<file path="src/alist_pkg.sv">
// Shared types and constants for the array list block.
// Used by alist_mem and array_list_insert_remove; no dependencies.
`timescale 1ns / 1ps

package alist_pkg;

  // Storage size and derived widths
  localparam int CAPACITY = 8;
  localparam int IDX_W    = (CAPACITY > 1) ? $clog2(CAPACITY) : 1;
  localparam int LEN_W    = $clog2(CAPACITY + 1);
  localparam int CMP_W    = ((LEN_W > 4) ? LEN_W : 4) + 1;

  // Item field widths
  localparam int OP_W     = 3;
  localparam int KEY_W    = 32;
  localparam int POS_W    = 4;
  localparam int STAT_W   = 2;
  localparam int IN_W     = 40;
  localparam int OUT_W    = 48;

  // Opcodes
  localparam logic [OP_W-1:0] OP_CLEAR  = 3'd0;
  localparam logic [OP_W-1:0] OP_INS_FR = 3'd1;
  localparam logic [OP_W-1:0] OP_INS_AT = 3'd2;
  localparam logic [OP_W-1:0] OP_INS_BK = 3'd3;
  localparam logic [OP_W-1:0] OP_REMOVE = 3'd4;
  localparam logic [OP_W-1:0] OP_LIST   = 3'd5;

  // Status codes
  localparam logic [STAT_W-1:0] STAT_OK     = 2'd0;
  localparam logic [STAT_W-1:0] STAT_FULL   = 2'd1;
  localparam logic [STAT_W-1:0] STAT_BADPOS = 2'd2;
  localparam logic [STAT_W-1:0] STAT_EMPTY  = 2'd3;

  // Sequencer states
  typedef enum logic [2:0] {
    ST_IDLE,
    ST_DECODE,
    ST_WALK,
    ST_FINISH,
    ST_RESP
  } state_e;

  // What the walk does with each slot it reads
  typedef enum logic [1:0] {
    WM_SHIFT_UP,
    WM_SHIFT_DN,
    WM_COMPACT,
    WM_LIST
  } walk_mode_e;

  // Key store access for one cycle
  typedef struct packed {
    logic             we;
    logic [IDX_W-1:0] waddr;
    logic [KEY_W-1:0] wdata;
    logic             re;
    logic [IDX_W-1:0] raddr;
  } mem_req_t;

endpackage

</file>
<file path="src/array_list_insert_remove.sv">
// Top level of the array list: sequencer, window registers and output item register.
// Depends on alist_pkg and alist_mem.
//
//   channel  | dir | tdata (low bit first)                          | tlast
//   s_axis   | in  | opcode[2:0] key_value[34:3] position[38:35]    | -
//   m_axis   | out | status[1:0] item_value[33:2] item_position     | last
//            |     | [37:34] list_length[41:38]                     |
//
// An item passes through decode, a walk over up to CAPACITY slots through the single
// read port of the key store (one read per cycle unless a stalled output holds it,
// with registered read data), then finish and respond; the idle state then takes the
// next item. Clear, a rejected insert and a list or remove on an empty list go from
// decode straight to respond. A list item gives one result per held key at one per cycle
// while m_axis takes them and goes back to idle after its last result, skipping finish and respond.
// Reset empties the window; key slots are not cleared. A new item is taken while
// the previous result still waits in the output register; a stalled output holds
// a list walk.
`timescale 1ns / 1ps

module array_list_insert_remove (
  input  logic                         clk_i,
  input  logic                         rst_ni,
  input  logic                         s_axis_tvalid_i,
  output logic                         s_axis_tready_o,
  // opcode[2:0], key_value[34:3], position[38:35], zero[39]
  input  logic [alist_pkg::IN_W-1:0]   s_axis_tdata_i,
  output logic                         m_axis_tvalid_o,
  input  logic                         m_axis_tready_i,
  // status[1:0], item_value[33:2], item_position[37:34], list_length[41:38], zero[47:42]
  output logic [alist_pkg::OUT_W-1:0]  m_axis_tdata_o,
  output logic                         m_axis_tlast_o
);
  import alist_pkg::*;

  // Architectural window
  logic [IDX_W-1:0]  first_q, first_d;
  logic [IDX_W-1:0]  last_q, last_d;
  logic              empty_q, empty_d;

  // Sequencer
  state_e            state_q, state_d;
  walk_mode_e        mode_q, mode_d;
  logic [OP_W-1:0]   op_q;
  logic [KEY_W-1:0]  key_q;
  logic [POS_W-1:0]  pos_q;
  logic [STAT_W-1:0] stat_q, stat_d;
  logic [IDX_W-1:0]  key_addr_q, key_addr_d;
  logic [IDX_W-1:0]  src_q, src_d;
  logic [IDX_W-1:0]  tag_q, tag_d;
  logic [LEN_W-1:0]  cnt_q, cnt_d;
  logic [LEN_W-1:0]  n_q, n_d;
  logic [LEN_W-1:0]  lpos_q, lpos_d;
  logic              rdv_q, rdv_d;

  // Output item register
  logic              out_valid_q, out_valid_d;
  logic [OUT_W-1:0]  out_data_q, out_data_d;
  logic              out_last_q, out_last_d;

  logic              in_acc;
  logic              out_free;
  logic [LEN_W-1:0]  len;
  logic [LEN_W-1:0]  p;
  logic              pos_bad;
  logic              issue;
  logic              consume;
  logic              walk_done;
  logic              is_insert;
  logic [KEY_W-1:0]  rdata;
  mem_req_t          mreq;

  assign in_acc          = s_axis_tvalid_i & s_axis_tready_o;
  assign s_axis_tready_o = (state_q == ST_IDLE);
  assign out_free        = !out_valid_q || m_axis_tready_i;
  assign is_insert       = (op_q == OP_INS_FR) || (op_q == OP_INS_AT) || (op_q == OP_INS_BK);

  // Held count
  assign len = empty_q ? '0 : LEN_W'(LEN_W'(last_q) - LEN_W'(first_q) + LEN_W'(1));

  // Insert position and its check
  assign pos_bad = (pos_q == '0) ||
                   (CMP_W'(pos_q) > (CMP_W'(len) + CMP_W'(1)));
  always_comb begin
    case (op_q)
      OP_INS_FR: p = LEN_W'(1);
      OP_INS_BK: p = len + LEN_W'(1);
      default:   p = LEN_W'(pos_q);
    endcase
  end

  // Walk handshake with the read port
  assign consume   = rdv_q && ((mode_q != WM_LIST) || out_free);
  assign issue     = (state_q == ST_WALK) && (cnt_q != '0) &&
                     (!rdv_q || consume);
  assign walk_done = (cnt_q == '0) && (!rdv_q || consume);

  alist_mem u_mem (
    .clk_i   (clk_i),
    .req_i   (mreq),
    .rdata_o (rdata)
  );

  // Next state
  always_comb begin
    state_d = state_q;
    unique case (state_q)
      ST_IDLE: begin
        if (in_acc) state_d = ST_DECODE;
      end
      ST_DECODE: begin
        if (op_q == OP_LIST) begin
          state_d = empty_q ? ST_RESP : ST_WALK;
        end else if (op_q == OP_REMOVE) begin
          state_d = empty_q ? ST_RESP : ST_WALK;
        end else if (is_insert) begin
          if (len == LEN_W'(CAPACITY) || (op_q == OP_INS_AT && pos_bad)) begin
            state_d = ST_RESP;
          end else begin
            state_d = ST_WALK;
          end
        end else begin
          state_d = ST_RESP;
        end
      end
      ST_WALK: begin
        if (walk_done) state_d = (mode_q == WM_LIST) ? ST_IDLE : ST_FINISH;
      end
      ST_FINISH: state_d = ST_RESP;
      ST_RESP: begin
        if (out_free) state_d = ST_IDLE;
      end
      default: state_d = ST_IDLE;
    endcase
  end

  // Datapath and memory control
  always_comb begin
    first_d     = first_q;
    last_d      = last_q;
    empty_d     = empty_q;
    mode_d      = mode_q;
    stat_d      = stat_q;
    key_addr_d  = key_addr_q;
    src_d       = src_q;
    tag_d       = tag_q;
    cnt_d       = cnt_q;
    n_d         = n_q;
    lpos_d      = lpos_q;
    rdv_d       = rdv_q;
    out_valid_d = out_valid_q && !m_axis_tready_i;
    out_data_d  = out_data_q;
    out_last_d  = out_last_q;
    mreq        = '0;
    mreq.raddr  = src_q;
    mreq.waddr  = tag_q;
    mreq.wdata  = rdata;

    unique case (state_q)
      ST_IDLE: ;
      ST_DECODE: begin
        stat_d = STAT_OK;
        cnt_d  = '0;
        n_d    = '0;
        lpos_d = LEN_W'(1);
        rdv_d  = 1'b0;
        src_d  = first_q;
        if (op_q == OP_CLEAR) begin
          first_d = '0;
          last_d  = '0;
          empty_d = 1'b1;
        end else if (op_q == OP_LIST) begin
          mode_d = WM_LIST;
          cnt_d  = len;
          if (empty_q) stat_d = STAT_EMPTY;
        end else if (op_q == OP_REMOVE) begin
          mode_d = WM_COMPACT;
          cnt_d  = len;
        end else if (is_insert) begin
          mode_d = WM_SHIFT_UP;
          if (len == LEN_W'(CAPACITY)) begin
            stat_d = STAT_FULL;
          end else if (op_q == OP_INS_AT && pos_bad) begin
            stat_d = STAT_BADPOS;
          end else if (empty_q) begin
            key_addr_d = '0;
            first_d    = '0;
            last_d     = '0;
            empty_d    = 1'b0;
          end else if (last_q != IDX_W'(CAPACITY - 1)) begin
            if (op_q == OP_INS_BK) begin
              key_addr_d = last_q + IDX_W'(1);
              last_d     = last_q + IDX_W'(1);
            end else if (op_q == OP_INS_FR && first_q != '0) begin
              key_addr_d = first_q - IDX_W'(1);
              first_d    = first_q - IDX_W'(1);
            end else begin
              // open a slot by moving positions p..len one slot up
              key_addr_d = IDX_W'(LEN_W'(first_q) + p - LEN_W'(1));
              src_d      = last_q;
              cnt_d      = len - p + LEN_W'(1);
              last_d     = last_q + IDX_W'(1);
            end
          end else begin
            // back is full: move positions 1..p-1 one slot down
            mode_d     = WM_SHIFT_DN;
            key_addr_d = IDX_W'(LEN_W'(first_q) + p - LEN_W'(2));
            cnt_d      = p - LEN_W'(1);
            first_d    = first_q - IDX_W'(1);
          end
        end
      end
      ST_WALK: begin
        // read side
        if (issue) begin
          mreq.re = 1'b1;
          cnt_d   = cnt_q - LEN_W'(1);
          if (mode_q == WM_SHIFT_DN) begin
            src_d = src_q + IDX_W'(1);
            tag_d = src_q - IDX_W'(1);
          end else if (mode_q == WM_SHIFT_UP) begin
            src_d = src_q - IDX_W'(1);
            tag_d = src_q + IDX_W'(1);
          end else begin
            src_d = src_q + IDX_W'(1);
          end
        end
        if (issue) begin
          rdv_d = 1'b1;
        end else if (consume) begin
          rdv_d = 1'b0;
        end
        // returned slot
        if (consume) begin
          case (mode_q)
            WM_SHIFT_UP, WM_SHIFT_DN: mreq.we = 1'b1;
            WM_COMPACT: begin
              mreq.waddr = IDX_W'(n_q);
              if (rdata != key_q) begin
                mreq.we = 1'b1;
                n_d     = n_q + LEN_W'(1);
              end
            end
            default: begin
              out_valid_d = 1'b1;
              out_data_d  = {6'd0, 4'(len), 4'(lpos_q), rdata, STAT_OK};
              out_last_d  = (cnt_q == '0);
              lpos_d      = lpos_q + LEN_W'(1);
            end
          endcase
        end
      end
      ST_FINISH: begin
        if (is_insert) begin
          mreq.we    = 1'b1;
          mreq.waddr = key_addr_q;
          mreq.wdata = key_q;
        end else begin
          first_d = '0;
          if (n_q == '0) begin
            last_d  = '0;
            empty_d = 1'b1;
          end else begin
            last_d  = IDX_W'(n_q - LEN_W'(1));
            empty_d = 1'b0;
          end
        end
      end
      ST_RESP: begin
        if (out_free) begin
          out_valid_d = 1'b1;
          out_data_d  = {6'd0, 4'(len), 4'd0, {KEY_W{1'b0}}, stat_q};
          out_last_d  = 1'b1;
        end
      end
      default: ;
    endcase
  end

  // Control registers
  always_ff @(posedge clk_i or negedge rst_ni) begin
    if (!rst_ni) begin
      state_q     <= ST_IDLE;
      first_q     <= '0;
      last_q      <= '0;
      empty_q     <= 1'b1;
      rdv_q       <= 1'b0;
      cnt_q       <= '0;
      out_valid_q <= 1'b0;
    end else begin
      state_q     <= state_d;
      first_q     <= first_d;
      last_q      <= last_d;
      empty_q     <= empty_d;
      rdv_q       <= rdv_d;
      cnt_q       <= cnt_d;
      out_valid_q <= out_valid_d;
    end
  end

  // Payload and walk registers
  always_ff @(posedge clk_i) begin
    if (in_acc) begin
      op_q  <= s_axis_tdata_i[OP_W-1:0];
      key_q <= s_axis_tdata_i[OP_W+KEY_W-1:OP_W];
      pos_q <= s_axis_tdata_i[OP_W+KEY_W+POS_W-1:OP_W+KEY_W];
    end
    mode_q     <= mode_d;
    stat_q     <= stat_d;
    key_addr_q <= key_addr_d;
    src_q      <= src_d;
    tag_q      <= tag_d;
    n_q        <= n_d;
    lpos_q     <= lpos_d;
    out_data_q <= out_data_d;
    out_last_q <= out_last_d;
  end

  assign m_axis_tvalid_o = out_valid_q;
  assign m_axis_tdata_o  = out_data_q;
  assign m_axis_tlast_o  = out_last_q;

endmodule

</file>
<file path="src/alist_mem.sv">
// Key store: one write port, one read port with registered read data.
// Depends on alist_pkg for sizes and the request struct.
`timescale 1ns / 1ps

module alist_mem (
  input  logic                         clk_i,
  input  alist_pkg::mem_req_t          req_i,
  output logic [alist_pkg::KEY_W-1:0]  rdata_o
);
  import alist_pkg::*;

  logic [KEY_W-1:0] mem [CAPACITY];
  logic [KEY_W-1:0] rdata_q;

  // Read data holds until the next read
  always_ff @(posedge clk_i) begin
    if (req_i.we) begin
      mem[req_i.waddr] <= req_i.wdata;
    end
    if (req_i.re) begin
      rdata_q <= mem[req_i.raddr];
    end
  end

  assign rdata_o = rdata_q;

endmodule
</file>
<file path="config.mk">
export PLATFORM = sky130hd
export DESIGN_NAME = array_list_insert_remove
export DESIGN_NICKNAME = d
export VERILOG_FILES = /design/src/alist_pkg.sv /design/src/array_list_insert_remove.sv /design/src/alist_mem.sv
export SDC_FILE = /design/constraint.sdc
export NUM_CORES = 1
export LEC_CHECK = 0
export ABC_AREA = 1
export BUFFER_PORTS_ARGS = -buffer_cell sky130_fd_sc_hd__buf_2
export CAP_MARGIN = 5
export CORE_MARGIN = 2
export CORE_UTILIZATION = 30
export CTS_CLUSTER_DIAMETER = 200
export DETAILED_ROUTE_END_ITERATION = 7
export REMOVE_ABC_BUFFERS = 1
export SLEW_MARGIN = 10
export SYNTH_ARGS = -nofsm -noshare
export SYNTH_HDL_FRONTEND = slang
export SYNTH_SLANG_ARGS = --single-unit
export TNS_END_PERCENT = 100
</file>
<file path="constraint.sdc">
create_clock -name clk_i -period 4.2 [get_ports clk_i]
set_clock_uncertainty 0.15 [all_clocks]
set_input_delay 0 -clock clk_i [delete_from_list [all_inputs] [get_ports clk_i]]
set_output_delay 0 -clock clk_i [all_outputs]
set_load 0.005 [all_outputs]
</file>
# After elaboration in Yosys (flattened, before gate mapping)
# Memories as Yosys holds them, arrays and structs flattened. A register that Yosys moved wholly into a read port is not among the register bits.
# Index checks and enable logic that the tools add are counted.
[classes] bitwise=6 add_sub_neg=18 n_lt_le_gt_ge=1 eq_ne=35 mux=122 n_reduce_logical=45
[op_table] cell="$mux W3" count=50
[op_table] cell="$mux W48" count=3
[op_table] cell="$pmux W48 S2" count=1
[op_table] cell="$mux W4" count=18
[op_table] cell="$pmux W4 S2" count=5
[op_table] cell="$mux W36" count=1
[op_table] cell="$mux W32" count=1
[op_table] cell="$ne A32 B32 Y1" count=1
[op_table] cell="$mux W1" count=26
[op_table] cell="$ne A3 B3 Y1 const B" count=7
[op_table] cell="$add A4 B1 Y4 const B" count=5
[op_table] cell="$pmux W3 S2" count=3
[op_table] cell="$reduce_and A9 Y1" count=2
[op_table] cell="$mux W2" count=8
[op_table] cell="$ne A5 B5 Y1 const B" count=3
[op_table] cell="$pmux W3 S5" count=1
[op_table] cell="$ne A2 B2 Y1 const B" count=7
[op_table] cell="$reduce_and A7 Y1" count=2
[op_table] cell="$eq A3 B2 Y1 const B" count=4
[op_table] cell="$logic_not A4 Y1" count=3
[op_table] cell="$reduce_and A3 Y1" count=4
[op_table] cell="$sub A3 B1 Y3 const B" count=4
[op_table] cell="$pmux W1 S2" count=5
[op_table] cell="$eq A3 B3 Y1 const B" count=3
[op_table] cell="other kinds (28)" count=60
[word_totals] ramBits=256 out_inout_bits=51 n_memories=1 word_cells=248 in_bits=44 regBits=125
[mem_list] memory="u_mem.mem" words=8 width=32 rd=1 rd_clocked_by_memory_dff=1 write_ports=1 line_no="alist_mem.sv:12" source="logic [KEY_W-1:0] mem [CAPACITY];"

# Depth between registers and ports, before layout
# Gate-level depths: netlist of run 1.
[logic_depth] word_depth=18 depth_mapped=28 ltp_nobuf=28

# Cells and area by module
# From an unflattened synthesis of run 1, not the netlist that was laid out.
[unflattened] hier_cells=1899 hier_area_um2=18881.9
[by_module_without_submodules] module="alist_mem" cells_per_inst=1156 instances=1 area_per_inst_um2=12192.9 seq_area_each_um2=8648.3
[by_module_without_submodules] module="array_list_insert_remove" cells_per_inst=743 instances=1 area_per_inst_um2=6688.9 seq_area_each_um2=3494.6

# Worst setup path before layout of run 1
# Ideal clock, no wire load.
[synth_timing] kind="flip-flop to flip-flop" start="register last_q[1]" end="register cnt_q[3]" arrival_ns=3.358 stages_incl_launch_ff=29 required_time_ns=3.973 path_slack_ns=0.615 n_path_buf=0 setup_ns=0.077 synth_period_minus_slack_ns=3.585 cell_sequence="dfrtp_1 -> inv_1 -> ha_1 -> inv_1 -> ha_1 -> inv_1 -> fa_1 -> inv_1 -> nand2_1 -> nand2_1 -> nand3_1 -> nand2_2 -> inv_1 -> ha_1 -> inv_1 -> fa_1 -> xnor2_1 -> inv_1 -> nand2_1 -> nand2_1 -> inv_1 -> nand2_1 -> nand2_1 -> nand2_1 -> nand2_1 -> nand2_1 -> nand2_1 -> nand2_1 -> a21oi_1"
[synth_between] elab_chain_len=18 elab_cells_between_ends=25 cone_classes="add/sub (7); order compare (1); eq/ne (2); mux (13); reduce/logical (2)"
[synth_rtl] element="start, declared" line_no="array_list_insert_remove.sv:37" source="logic [IDX_W-1:0] last_q, last_d;"
[synth_rtl] element="start signal, assigned" line_no="array_list_insert_remove.sv:292" source="last_q <= last_d;"
[synth_rtl] element="$sub A3 B3 Y4" line_no="array_list_insert_remove.sv:78" source="assign len = empty_q ? '0 : LEN_W'(LEN_W'(last_q) - LEN_W'(first_q) + LEN_W'(1));"
[synth_rtl] element="$add A4 B1 Y4" line_no="array_list_insert_remove.sv:78"
[synth_rtl] element="$mux W4" line_no="array_list_insert_remove.sv:78"
[synth_rtl] element="$add A4 B1 Y4" line_no="array_list_insert_remove.sv:86" source="OP_INS_BK: p = len + LEN_W'(1);"
[synth_rtl] element="$pmux W4 S2" line_no="array_list_insert_remove.sv:84" source="case (op_q)"
[synth_rtl] element="$sub A4 B4 Y4" line_no="array_list_insert_remove.sv:200" source="cnt_d = len - p + LEN_W'(1);"
[synth_rtl] element="$add A4 B1 Y4" line_no="array_list_insert_remove.sv:200"
[synth_rtl] element="$mux W4" line_no="array_list_insert_remove.sv:193" source="end else if (op_q == OP_INS_FR && first_q != '0) begin"
[synth_rtl] element="[2 not listed]"
[synth_rtl] element="$mux W4" line_no="array_list_insert_remove.sv:184" source="end else if (empty_q) begin"
[synth_rtl] element="$mux W4" line_no="array_list_insert_remove.sv:182" source="end else if (op_q == OP_INS_AT && pos_bad) begin"
[synth_rtl] element="$mux W4" line_no="array_list_insert_remove.sv:180" source="if (len == LEN_W'(CAPACITY)) begin"
[synth_rtl] element="$mux W4" line_no="array_list_insert_remove.sv:178" source="end else if (is_insert) begin"
[synth_rtl] element="$mux W4" line_no="array_list_insert_remove.sv:175" source="end else if (op_q == OP_REMOVE) begin"
[synth_rtl] element="$mux W4 *" line_no="array_list_insert_remove.sv:171" source="end else if (op_q == OP_LIST) begin"
[synth_rtl] element="$mux W4 *" line_no="array_list_insert_remove.sv:167" source="if (op_q == OP_CLEAR) begin"
[synth_rtl] element="$pmux W4 S2 *" line_no="array_list_insert_remove.sv:158" source="unique case (state_q)"
[synth_rtl] element="end signal, assigned" line_no="array_list_insert_remove.sv:295" source="cnt_q <= cnt_d;"
[synth_rtl] element="end, declared" line_no="array_list_insert_remove.sv:50" source="logic [LEN_W-1:0] cnt_q, cnt_d;"
# Every way passes the cells marked *; elsewhere a longest branch is shown, timed or not.
# A chain may end at the register's enable or synchronous reset.

# Worst setup path in the final report of run 1
[layout_timing] start="register first_q[2]" end="register state_q[1]"
[layout_between] elab_chain_len=13 elab_cells_between_ends=14 cone_classes="add/sub (3); order compare (1); eq/ne (1); mux (6); reduce/logical (3)"
[layout_rtl] element="start, declared" line_no="array_list_insert_remove.sv:36" source="logic [IDX_W-1:0] first_q, first_d;"
[layout_rtl] element="start signal, assigned" line_no="array_list_insert_remove.sv:291" source="first_q <= first_d;"
[layout_rtl] element="$sub A3 B3 Y4 *" line_no="array_list_insert_remove.sv:78"
[layout_rtl] element="$add A4 B1 Y4 *" line_no="array_list_insert_remove.sv:78"
[layout_rtl] element="$mux W4 *" line_no="array_list_insert_remove.sv:78"
[layout_rtl] element="net len[2]" line_no="array_list_insert_remove.sv:62" source="logic [LEN_W-1:0] len;"
[layout_rtl] element="$add A4 B1 Y5" line_no="array_list_insert_remove.sv:82" source="(CMP_W'(pos_q) > (CMP_W'(len) + CMP_W'(1)));"
[layout_rtl] element="$gt A4 B5 Y1" line_no="array_list_insert_remove.sv:82"
[layout_rtl] element="$logic_or A1 B1 Y1" line_no="array_list_insert_remove.sv:81" source="assign pos_bad = (pos_q == '0) ||"
[layout_rtl] element="$logic_and A1 B1 Y1" line_no="array_list_insert_remove.sv:116" source="if (len == LEN_W'(CAPACITY) || (op_q == OP_INS_AT && pos_bad)) begin"
[layout_rtl] element="$logic_or A1 B1 Y1 *" line_no="array_list_insert_remove.sv:116"
[layout_rtl] element="$mux W3 *" line_no="array_list_insert_remove.sv:116"
[layout_rtl] element="$mux W3 *" line_no="array_list_insert_remove.sv:115" source="end else if (is_insert) begin"
[layout_rtl] element="$mux W3 *" line_no="array_list_insert_remove.sv:113" source="end else if (op_q == OP_REMOVE) begin"
[layout_rtl] element="$mux W3 *" line_no="array_list_insert_remove.sv:111" source="if (op_q == OP_LIST) begin"
[layout_rtl] element="$pmux W3 S5 *" line_no="array_list_insert_remove.sv:106" source="unique case (state_q)"
[layout_rtl] element="end signal, assigned" line_no="array_list_insert_remove.sv:290" source="state_q <= state_d;"
[layout_rtl] element="end, declared" line_no="array_list_insert_remove.sv:41" source="state_e state_q, state_d;"
# The timed path passes the listed nets; every way through them passes the cells marked *.

==> results of run 1 <==
-- cell usage in the layout, fill, tap and decap left out, types with 11 or more instances in the layout --
master / n
sky130_fd_sc_hd__a21oi_1: 30
sky130_fd_sc_hd__dlygate4sd3_1: 78
sky130_fd_sc_hd__buf_2: 87
sky130_fd_sc_hd__nor2_4: 11
sky130_fd_sc_hd__nand2_1: 152
sky130_fd_sc_hd__clkbuf_16: 45
sky130_fd_sc_hd__edfxtp_1: 391
sky130_fd_sc_hd__o21ai_0: 190
sky130_fd_sc_hd__a31oi_1: 32
sky130_fd_sc_hd__clkinv_1: 14
sky130_fd_sc_hd__inv_2: 13
sky130_fd_sc_hd__dfrtp_1: 15
sky130_fd_sc_hd__nand3_1: 32
sky130_fd_sc_hd__o22ai_1: 34
sky130_fd_sc_hd__buf_4: 19
sky130_fd_sc_hd__xnor2_1: 28
sky130_fd_sc_hd__inv_1: 108
sky130_fd_sc_hd__nor2_1: 326
sky130_fd_sc_hd__ha_1: 28
-- metal layers --
layer / track usage / part of all wire / up-vias / wire length, microns
li1: - / - / 5600 / -
met1: 0.179 / 0.44 / 5639 / 18700
met2: 0.233 / 0.47 / 284 / 19900
met3: 0.0252 / 0.048 / 73 / 2020
met4: 0.0547 / 0.036 / 0 / 1510
met5: 0 / 0 / - / 0
-- stage by stage --
step	setup slack (ns)	hold slack [ns]	utilization	TNS, ns
after floorplan	-1.28	-0.446	-	-38.23
after global placement	0.308	-0.193	0.328	0
after detailed placement	0.298	-0.180	0.328	0
after CTS	0.232	0.00819	0.365	0
after global routing	0.0118	0.0135	0.365	0
final	0.331	0.0264	0.365	0
-- registers in the layout, summed over array words and instances, names as in the netlist, 4 cells and up --
signal          count
u_mem.rdata_o      32
m_axis_tdata_o     42
cnt_q               4
n_q                 4
key_q              32
pos_q               4
lpos_q              4
u_mem.mem         256
-- power by group through the flow --
stage / combinational, mW / sequential [mW] / clock [mW]
after floorplan: 3.64 / 6.13 / 0
after global routing: 6.55 / 5.99 / 3.93
after CTS: 5.65 / 5.92 / 3.76
after detailed placement: 5.55 / 6.00 / 0
after global placement: 5.43 / 5.98 / 0
final: 5.74 / 5.92 / 3.67
-- layout make-up --
| class | instances | area (sq um) | area share |
|---|---|---|---|
| repair buffers | 190 | 1480 | 0.0701 |
| clock buffers | 54 | 1160 | 0.0550 |
| flip-flops and latches | 407 | 12100 | 0.576 |
| well taps | 765 | 957 | 0.0454 |
| inverters | 122 | 458 | 0.0217 |
| clock inverters | 29 | 196 | 0.00932 |
| multi-input cells | 928 | 4690 | 0.223 |
-- Yosys cell counts, drive strengths merged, types with 15 or more instances --
| library cell | instances |
|---|---|
| edfxtp | 391 |
| nor2 | 346 |
| o21ai | 193 |
| nand2 | 161 |
| inv | 122 |
| clkbuf | 46 |
| o22ai | 34 |
| a31oi | 32 |
| nand3 | 32 |
| a21oi | 31 |
| xnor2 | 29 |
| ha | 28 |
| buf | 22 |
| dfrtp | 15 |
-- how the worst min path moves through the flow --
stage | end | depth (start not counted)
global placement | cnt_q[0] | 1
global route | key_q[31] | 2
floorplan | cnt_q[0] | 0
detailed placement | m_axis_tvalid_o | 1
finish | key_q[20] | 2
CTS | key_q[31] | 2
-- timing repair --
item,4_1_cts,5_1_grt
endpoints found under the setup margin,0,2
hold endpoints to repair,71,0
resized for setup,0,7
setup buffers,0,2
hold buffers,78,0
-- cell families after synthesis --
group / Yosys count / synth area share
compound gates: 299 / 0.0920
flops: 407 / 0.694
other cells: 1 / 0.000214
simple gates: 558 / 0.130
fa+ha+maj: 31 / 0.0235
xor+xnor: 34 / 0.0174
buf+inv: 190 / 0.0432
==> report_table.html, run 1 <==
<table>
<tr><th>Metric</th><th>Value</th></tr>
<tr><th colspan="2">Critical path</th></tr>
<tr><td>Data arrival time of the critical path</td><td>4.24 ns</td></tr>
<tr><td>Worst Path Buf+Inv</td><td>4</td></tr>
<tr><td>Critical Path Slowest Stage Cell</td><td>sky130_fd_sc_hd__fa_2</td></tr>
<tr><td>Path depth of the worst reg2reg path</td><td>21</td></tr>
<tr><td>Maximum fanout count along the critical path</td><td>4</td></tr>
<tr><td>CP Capture Type</td><td>register</td></tr>
<tr><td>Kind of cell adding the most delay to the critical path</td><td>adder cells</td></tr>
<tr><td>Cell seen most often among critical-path stages</td><td>sky130_fd_sc_hd__nand2_1</td></tr>
<tr><td>Logic depth of the worst setup path including buffers</td><td>21</td></tr>
<tr><td>Startpoint kind of the worst setup timing path</td><td>register</td></tr>
<tr><td>Critical path origin</td><td>first_q[2]</td></tr>
<tr><td>R2R setup slack</td><td>~0.33 ns</td></tr>
<tr><td>Critical path required time</td><td>about 4.6 ns</td></tr>
<tr><td>Origin of the critical flop-to-flop path</td><td>first_q[2]</td></tr>
<tr><td>Biggest cell delay along the critical path</td><td>slightly above 0.6 ns</td></tr>
<tr><td>Timing endpoint of the critical path</td><td>state_q[1]</td></tr>
<tr><td>Endpoint of the lowest-slack register-to-register path</td><td>state_q[1]</td></tr>
<tr><td>Cells along the critical path</td><td>inv_1 -&gt; ha_1 -&gt; inv_1 -&gt; fa_2 -&gt; nor2_4 -&gt; buf_12 -&gt; nand2_2 -&gt; nand2_1 -&gt; ha_1 -&gt; a21oi_1 -&gt; nand2_1 -&gt; nand2_1 -&gt; nand2_1 -&gt; nand2_1 -&gt; nand2_2 -&gt; nand2_2 -&gt; nand2_4 -&gt; o21ai_1 -&gt; a21oi_1 -&gt; o21bai_1 -&gt; dlygate4sd3_1</td></tr>
<tr><td>Worst Path Class, Setup</td><td>reg -&gt; reg</td></tr>
<tr><th colspan="2">Power</th></tr>
<tr><td>Peak supply drop</td><td>about 0.00045 V</td></tr>
<tr><td>Total power consumption of the routed design</td><td>between 15 and 20 mW</td></tr>
<tr><td>Switching share of power</td><td>0.374</td></tr>
<tr><td>Reg power frac</td><td>0.386</td></tr>
<tr><td>Areal power density over the cells</td><td>727 nW/um^2</td></tr>
<tr><td>Net Sw Power</td><td>between 5 and 6 mW</td></tr>
<tr><td>Combinational power share</td><td>0.374</td></tr>
<tr><td>Clk network pwr share</td><td>0.240</td></tr>
<tr><td>LEAKAGE</td><td>7.62 nW</td></tr>
<tr><td>Int Power</td><td>about 9.6 mW</td></tr>
<tr><th colspan="2">Placement</th></tr>
<tr><td>Placed Cells</td><td>~2,300</td></tr>
<tr><td>Final Wtd Congestion</td><td>~0.84</td></tr>
<tr><td>Placed wire-length estimate after detailed placement</td><td>24.6 mm</td></tr>
<tr><td>I/O Buffers</td><td>87</td></tr>
<tr><td>Instance area at placement</td><td>~19,000 sq um</td></tr>
<tr><th colspan="2">Clocking</th></tr>
<tr><td>Clock-pin transition on the worst setup and hold timing paths</td><td>~0.06 ns</td></tr>
<tr><td>Num CTS Buffers</td><td>45</td></tr>
<tr><td>Maximum buffer depth of the clock tree</td><td>3</td></tr>
<tr><td>H-tree lvl count</td><td>2</td></tr>
<tr><td>Clock Sinks</td><td>roughly 400</td></tr>
<tr><td>Buffer cell driving the clock tree root</td><td>sky130_fd_sc_hd__clkbuf_16</td></tr>
<tr><td>CTS tree</td><td>done</td></tr>
<tr><td>Worst skew pair latency</td><td>0.58 ns</td></tr>
<tr><th colspan="2">Final layout</th></tr>
<tr><td>Number of cells in the finished layout apart from fillers</td><td>2,495</td></tr>
<tr><td>P&amp;R area growth vs syn</td><td>20.5%</td></tr>
<tr><td>Total Nets Final</td><td>around 1,800</td></tr>
<tr><td>Diode count</td><td>0</td></tr>
<tr><td>Post-layout instance area</td><td>between 20,000 and 25,000 sq um</td></tr>
<tr><td># fillers</td><td>approximately 5,600</td></tr>
<tr><td>Fraction of layout instances using a drive strength above 1</td><td>0.134</td></tr>
<tr><th colspan="2">Global routing</th></tr>
<tr><td>Number of antenna violations at the first check in global routing</td><td>1</td></tr>
<tr><td>Vias in the first global route</td><td>about 11,000</td></tr>
<tr><td>Total GRT Usage</td><td>0.140</td></tr>
<tr><td>Overflow left after global routing</td><td>0</td></tr>
<tr><td>Global-route wire length before repair</td><td>~65 mm</td></tr>
<tr><td>Maximum number of pins on one net before global-route repair</td><td>between 90 and 100</td></tr>
<tr><th colspan="2">Timing</th></tr>
<tr><td>Headroom to the max-slew limit</td><td>0.314</td></tr>
<tr><td>Count of final setup violators</td><td>0</td></tr>
<tr><td>Unrepaired setup endpoints after global routing</td><td>no</td></tr>
<tr><td>Final period util</td><td>0.921</td></tr>
<tr><td>Min Clock Period, post-route</td><td>approximately 3.9 ns</td></tr>
<tr><td>Timing-limited maximum frequency</td><td>258 MHz</td></tr>
<tr><td>Final Hold Vio Count</td><td>0</td></tr>
<tr><td>Slew @ Worst Pin</td><td>between 1 and 1.5 ns</td></tr>
<tr><td>Final max-slew violation count</td><td>0</td></tr>
<tr><th colspan="2">Floorplan</th></tr>
<tr><td>FP Rows</td><td>88</td></tr>
<tr><td>Die Footprint</td><td>between 60,000 and 70,000 sq um</td></tr>
<tr><td>Initial standard-cell utilization of the core</td><td>0.303</td></tr>
<tr><td>Height of the die</td><td>between 200 and 250 microns</td></tr>
<tr><td>Die Wd</td><td>246 microns</td></tr>
<tr><td>Area of the core</td><td>about 58,000 sq um</td></tr>
<tr><td>IO Pins</td><td>95</td></tr>
<tr><th colspan="2">Yosys</th></tr>
<tr><td>Area share of the leading cell type in the synthesized netlist</td><td>0.671</td></tr>
<tr><td>Cell type with the highest aggregate area in the netlist</td><td>sky130_fd_sc_hd__edfxtp_1</td></tr>
<tr><td>Warning count from the yosys run</td><td>0</td></tr>
<tr><td>Number of enable flip-flop cells after synthesis</td><td>between 300 and 400</td></tr>
<tr><td>Library cells used by synthesis</td><td>43</td></tr>
<tr><td>Number of register bits inferred by synthesis</td><td>approximately 400</td></tr>
<tr><td>Proportion of synthesized chip area in sequential cells</td><td>0.694</td></tr>
<tr><td>Leading register cell type out of synthesis</td><td>sky130_fd_sc_hd__edfxtp_1</td></tr>
<tr><td>FFs w/ async S/R, synth</td><td>0.0393</td></tr>
<tr><td>Number of cells produced by synthesis</td><td>approximately 1,500</td></tr>
<tr><td>Average cell area after synthesis</td><td>approximately 12 sq um</td></tr>
<tr><td>Area contributors post-synth</td><td>sky130_fd_sc_hd__edfxtp_1 (67%), sky130_fd_sc_hd__nor2_1 (7.2%), sky130_fd_sc_hd__o21ai_0 (5.5%)</td></tr>
<tr><td>Netlist area before placement</td><td>between 15,000 and 20,000 sq um</td></tr>
<tr><th colspan="2">Outcome</th></tr>
<tr><td>Status</td><td>complete, no violations</td></tr>
<tr><th colspan="2">Job</th></tr>
<tr><td>MaxCap Viol Count</td><td>0</td></tr>
<tr><th colspan="2">Detailed routing</th></tr>
<tr><td>Total wire length</td><td>42.1 mm</td></tr>
<tr><td>Drt first-iter violations</td><td>750</td></tr>
<tr><td>Vias</td><td>approximately 12,000</td></tr>
<tr><td>Via-to-Cell Ratio</td><td>around 4.6</td></tr>
<tr><td>Wire length per cell after detailed routing</td><td>about 17 microns</td></tr>
<tr><td>Remaining number of nets flagged by the antenna check after routing</td><td>0</td></tr>
<tr><td>DRT Pass-1 Iters</td><td>5</td></tr>
<tr><td>DRC violation count after routing</td><td>0</td></tr>
<tr><th colspan="2">Worst hold path</th></tr>
<tr><td>Path class of the lowest-slack min-delay path</td><td>in -&gt; reg</td></tr>
<tr><td>Startpoint of the most critical hold path</td><td>s_axis_tdata_i[23]</td></tr>
</table>
No activity file was read; power rests on OpenSTA's default activity.
==> run 2, diff against run 1 <==
--- a/config.mk
+++ b/config.mk
@@ -11,7 +11,9 @@
 export CORE_MARGIN = 2
 export CORE_UTILIZATION = 30
 export CTS_CLUSTER_DIAMETER = 200
+export CTS_CLUSTER_SIZE = 20
 export DETAILED_ROUTE_END_ITERATION = 7
+export PLACE_DENSITY = 0.53
 export REMOVE_ABC_BUFFERS = 1
 export SLEW_MARGIN = 10
 export SYNTH_ARGS = -nofsm -noshare
==> constraint.sdc (replaced) <==
create_clock -name clk_i -period 3.2 [get_ports clk_i]
set_clock_uncertainty 0.15 [all_clocks]
set_input_delay 0 -clock clk_i [delete_from_list [all_inputs] [get_ports clk_i]]
set_output_delay 0 -clock clk_i [all_outputs]
set_load 0.005 [all_outputs]
==> report_table.html, run 2 (synthesized netlist as in run 1, its figures left out) <==
<table>
<tr><th>Metric</th><th>Value</th></tr>
<tr><th colspan="2">Outcome</th></tr>
<tr><td>Status</td><td>finished, violations left</td></tr>
<tr><td>Violated checks</td><td>negative setup slack</td></tr>
<tr><th colspan="2">Critical path</th></tr>
<tr><td>CP Capture Type</td><td>register</td></tr>
<tr><td>Endpoint of the lowest-slack register-to-register path</td><td>first_q[0]</td></tr>
<tr><td>Biggest cell delay along the critical path</td><td>0.47 ns (-0.14 ns)</td></tr>
<tr><td>Critical Path Slowest Stage Cell</td><td>sky130_fd_sc_hd__fa_2</td></tr>
<tr><td>R2R setup slack</td><td>-0.46 ns (-0.79 ns)</td></tr>
<tr><td>Path depth of the worst reg2reg path</td><td>25 (+19%)</td></tr>
<tr><td>Origin of the critical flop-to-flop path</td><td>first_q[1]</td></tr>
<tr><td>Maximum fanout count along the critical path</td><td>6 (+2)</td></tr>
<tr><td>Critical path required time</td><td>3.53 ns (-1.04 ns)</td></tr>
<tr><td>Data arrival time of the critical path</td><td>3.99 ns (-0.25 ns)</td></tr>
<tr><td>Worst Path Class, Setup</td><td>reg -&gt; reg</td></tr>
<tr><td>Startpoint kind of the worst setup timing path</td><td>register</td></tr>
<tr><th colspan="2">Global routing</th></tr>
<tr><td>Number of antenna violations at the first check in global routing</td><td>3 (+2)</td></tr>
<tr><td>Vias in the first global route</td><td>11,600 (+1.1%)</td></tr>
<tr><td>Global-route wire length before repair</td><td>66.4 mm (+2.4%)</td></tr>
<tr><td>Maximum number of pins on one net before global-route repair</td><td>132 (+38%)</td></tr>
<tr><td>Overflow left after global routing</td><td>0 (unchanged)</td></tr>
<tr><td>Total GRT Usage</td><td>0.142 (+0.00250)</td></tr>
<tr><th colspan="2">Final layout</th></tr>
<tr><td>Number of cells in the finished layout apart from fillers</td><td>2,500 (+0.20%)</td></tr>
<tr><td>Diode count</td><td>0 (unchanged)</td></tr>
<tr><td>Number of flip-flops under the largest register name</td><td>256 (unchanged)</td></tr>
<tr><td>Most frequent cells in the layout</td><td>sky130_fd_sc_hd__edfxtp_1 (391), sky130_fd_sc_hd__nor2_1 (319), sky130_fd_sc_hd__o21ai_0 (187)</td></tr>
<tr><td>P&amp;R area growth vs syn</td><td>21.2%</td></tr>
<tr><td># fillers</td><td>5,637 (+0.50%)</td></tr>
<tr><td>Most common cell after layout, fill and taps aside</td><td>sky130_fd_sc_hd__edfxtp_1</td></tr>
<tr><td>Total Nets Final</td><td>1,792 (+1.3%)</td></tr>
<tr><td>Largest register by flop count</td><td>u_mem.mem</td></tr>
<tr><td>Fraction of layout instances using a drive strength above 1</td><td>0.168 (+0.0342)</td></tr>
<tr><th colspan="2">Floorplan</th></tr>
<tr><td>Initial standard-cell utilization of the core</td><td>0.303 (unchanged)</td></tr>
<tr><td>Die Wd</td><td>246 microns (unchanged)</td></tr>
<tr><td>Die Footprint</td><td>60,300 sq um (unchanged)</td></tr>
<tr><td>Height of the die</td><td>246 microns (unchanged)</td></tr>
<tr><td>Area of the core</td><td>57,700 sq um (unchanged)</td></tr>
<tr><td>IO Pins</td><td>95 (unchanged)</td></tr>
<tr><td>FP Rows</td><td>88 (unchanged)</td></tr>
<tr><th colspan="2">Timing</th></tr>
<tr><td>Final Hold Vio Count</td><td>0 (unchanged)</td></tr>
<tr><td>Timing-limited maximum frequency</td><td>274 MHz (+5.8%)</td></tr>
<tr><td>Unrepaired setup endpoints after global routing</td><td>yes</td></tr>
<tr><td>Count of final setup violators</td><td>21 (+21)</td></tr>
<tr><td>Final period util</td><td>1.14 (+0.221)</td></tr>
<tr><td>Slew @ Worst Pin</td><td>1.03 ns (-0.00207 ns)</td></tr>
<tr><td>Worst path setup slack after routing</td><td>-0.456 ns (-0.787 ns)</td></tr>
<tr><td>Final max-slew violation count</td><td>0 (unchanged)</td></tr>
<tr><td>Headroom to the max-slew limit</td><td>0.309 (-0.00585)</td></tr>
<tr><td>Min Clock Period, post-route</td><td>3.66 ns (-0.213 ns)</td></tr>
<tr><th colspan="2">Job</th></tr>
<tr><td>MaxCap Viol Count</td><td>0 (unchanged)</td></tr>
<tr><th colspan="2">Worst hold path</th></tr>
<tr><td>WHS Path Cells</td><td>2 (unchanged)</td></tr>
<tr><td>Path class of the lowest-slack min-delay path</td><td>in -&gt; reg</td></tr>
<tr><td>End of the worst hold path</td><td>key_q[30]</td></tr>
<tr><td>Startpoint of the most critical hold path</td><td>s_axis_tdata_i[33]</td></tr>
<tr><th colspan="2">Clocking</th></tr>
<tr><td>Clock Sinks</td><td>407 (unchanged)</td></tr>
<tr><td>Num CTS Buffers</td><td>24 (-47%)</td></tr>
<tr><td>H-tree lvl count</td><td>1 (-1)</td></tr>
<tr><td>Worst skew pair latency</td><td>0.56 ns (-0.02 ns)</td></tr>
<tr><td>Maximum buffer depth of the clock tree</td><td>3 (unchanged)</td></tr>
<tr><td>CTS tree</td><td>done</td></tr>
<tr><td>Buffer cell driving the clock tree root</td><td>sky130_fd_sc_hd__clkbuf_16</td></tr>
<tr><td>Clock-pin transition on the worst setup and hold timing paths</td><td>0.09 ns (+0.03 ns)</td></tr>
<tr><th colspan="2">Power</th></tr>
<tr><td>Reg power frac</td><td>0.386 (about the same)</td></tr>
<tr><td>LEAKAGE</td><td>7.60 nW (-0.37%)</td></tr>
<tr><td>Net Sw Power</td><td>7.75 mW (+35%)</td></tr>
<tr><td>Int Power</td><td>12.4 mW (+29%)</td></tr>
<tr><td>Combinational power share</td><td>0.455 (+0.081)</td></tr>
<tr><td>Total power consumption of the routed design</td><td>20.1 mW (+31%)</td></tr>
<tr><td>Clk network pwr share</td><td>0.159 (-0.081)</td></tr>
<tr><td>Areal power density over the cells</td><td>949 nW/um^2 (+30%)</td></tr>
<tr><td>Switching share of power</td><td>0.385 (+0.0110)</td></tr>
<tr><td>Peak supply drop</td><td>0.000547 V (+21%)</td></tr>
<tr><th colspan="2">Detailed routing</th></tr>
<tr><td>Vias</td><td>11,700 (+0.76%)</td></tr>
<tr><td>Wire length per cell after detailed routing</td><td>17.3 microns (+2.7%)</td></tr>
<tr><td>DRC violation count after routing</td><td>0 (unchanged)</td></tr>
<tr><td>Remaining number of nets flagged by the antenna check after routing</td><td>0 (unchanged)</td></tr>
<tr><td>Total wire length</td><td>43.3 mm (+2.9%)</td></tr>
<tr><td>DRT Pass-1 Iters</td><td>5 (unchanged)</td></tr>
<tr><td>Via-to-Cell Ratio</td><td>4.67 (+0.56%)</td></tr>
<tr><td>Drt first-iter violations</td><td>851 (+13%)</td></tr>
<tr><th colspan="2">Placement</th></tr>
<tr><td>Placed Cells</td><td>2,367 (+1.5%)</td></tr>
<tr><td>Final Wtd Congestion</td><td>0.852 (+1.8%)</td></tr>
<tr><td>I/O Buffers</td><td>87 (unchanged)</td></tr>
<tr><td>Placed wire-length estimate after detailed placement</td><td>25.8 mm (+5.0%)</td></tr>
</table>
[run 2: how the worst max path moves through the flow]
stage / start / endpoint / slack (ns) / depth (start not counted)
after floorplan: src_q[0] / src_q[2] / -2.28 / 6
after global placement: last_q[1] / cnt_q[3] / -0.53 / 28
after detailed placement: last_q[1] / cnt_q[3] / -0.51 / 28
after CTS: last_q[1] / cnt_q[3] / -0.36 / 28
after global routing: last_q[1] / first_q[0] / -0.65 / 26
final: first_q[1] / first_q[0] / -0.46 / 25
[run 2: layout make-up]
class / instances / area (sq um) / area share
Sequential cell: 407 / 12100 / 0.572
Inverter: 122 / 463 / 0.0218
Tap cell: 765 / 957 / 0.0451
Clock buffer: 43 / 693 / 0.0327
Multi-Input combinational cell: 928 / 4990 / 0.235
Clock inverter: 1 / 16.3 / 0.000767
Timing Repair Buffer: 234 / 1940 / 0.0917
[run 2: per-stage QoR]
stage / worst slack [ns] / area (sq um) / setup TNS (ns) / utilization / hold slack (ns)
2_1_floorplan: -2.28 / 17200 / -271.78 / - / -0.446
3_3_place_gp: -0.532 / 19300 / -4.84 / 0.335 / -0.188
3_5_place_dp: -0.510 / 19300 / -6.32 / 0.335 / -0.194
4_1_cts: -0.361 / 21000 / -5.39 / 0.363 / 0.00127
5_1_grt: -0.649 / 21200 / -9.54 / 0.368 / 0.00684
6_report: -0.456 / 21200 / -5.96 / 0.368 / 0.0211
[run 2: what timing repair did]
action / in CTS / in global routing
pin swaps: 25 / 16
endpoints found under the setup margin: 22 / 23
hold endpoints to repair: 99 / 0
hold buffers: 73 / 0
setup buffers: 11 / 6
resized for setup: 32 / 45
[run 2: per-layer routing]
layer	share of wire	track usage	up-vias	wire, microns
li1	-	-	5638	-
met1	0.45	0.193	5740	19600
met2	0.48	0.244	265	20900
met3	0.051	0.0202	37	2220
met4	0.011	0.0244	4	460
met5	0.00062	0	-	27
[run 2: power groups by stage]
stage                     clock network, mW  logic (mW)  registers, mW
after floorplan                           0        4.78           8.04
after global placement                    0        7.86           7.86
after detailed placement                  0        7.95           7.87
after CTS                              3.33        8.60           7.76
after global routing                   3.50        10.3           7.84
final                                  3.21        9.15           7.76
[run 2: critical path: cells and delay by family, from the launching register on]
| kind | cells | cell delay (ns) |
|---|---|---|
| compound gates | 3 | 0.40 |
| fa+ha+maj | 4 | 1.08 |
| buf+inv | 8 | 0.74 |
| flops | 1 | 0.42 |
| simple gates | 10 | 0.76 |
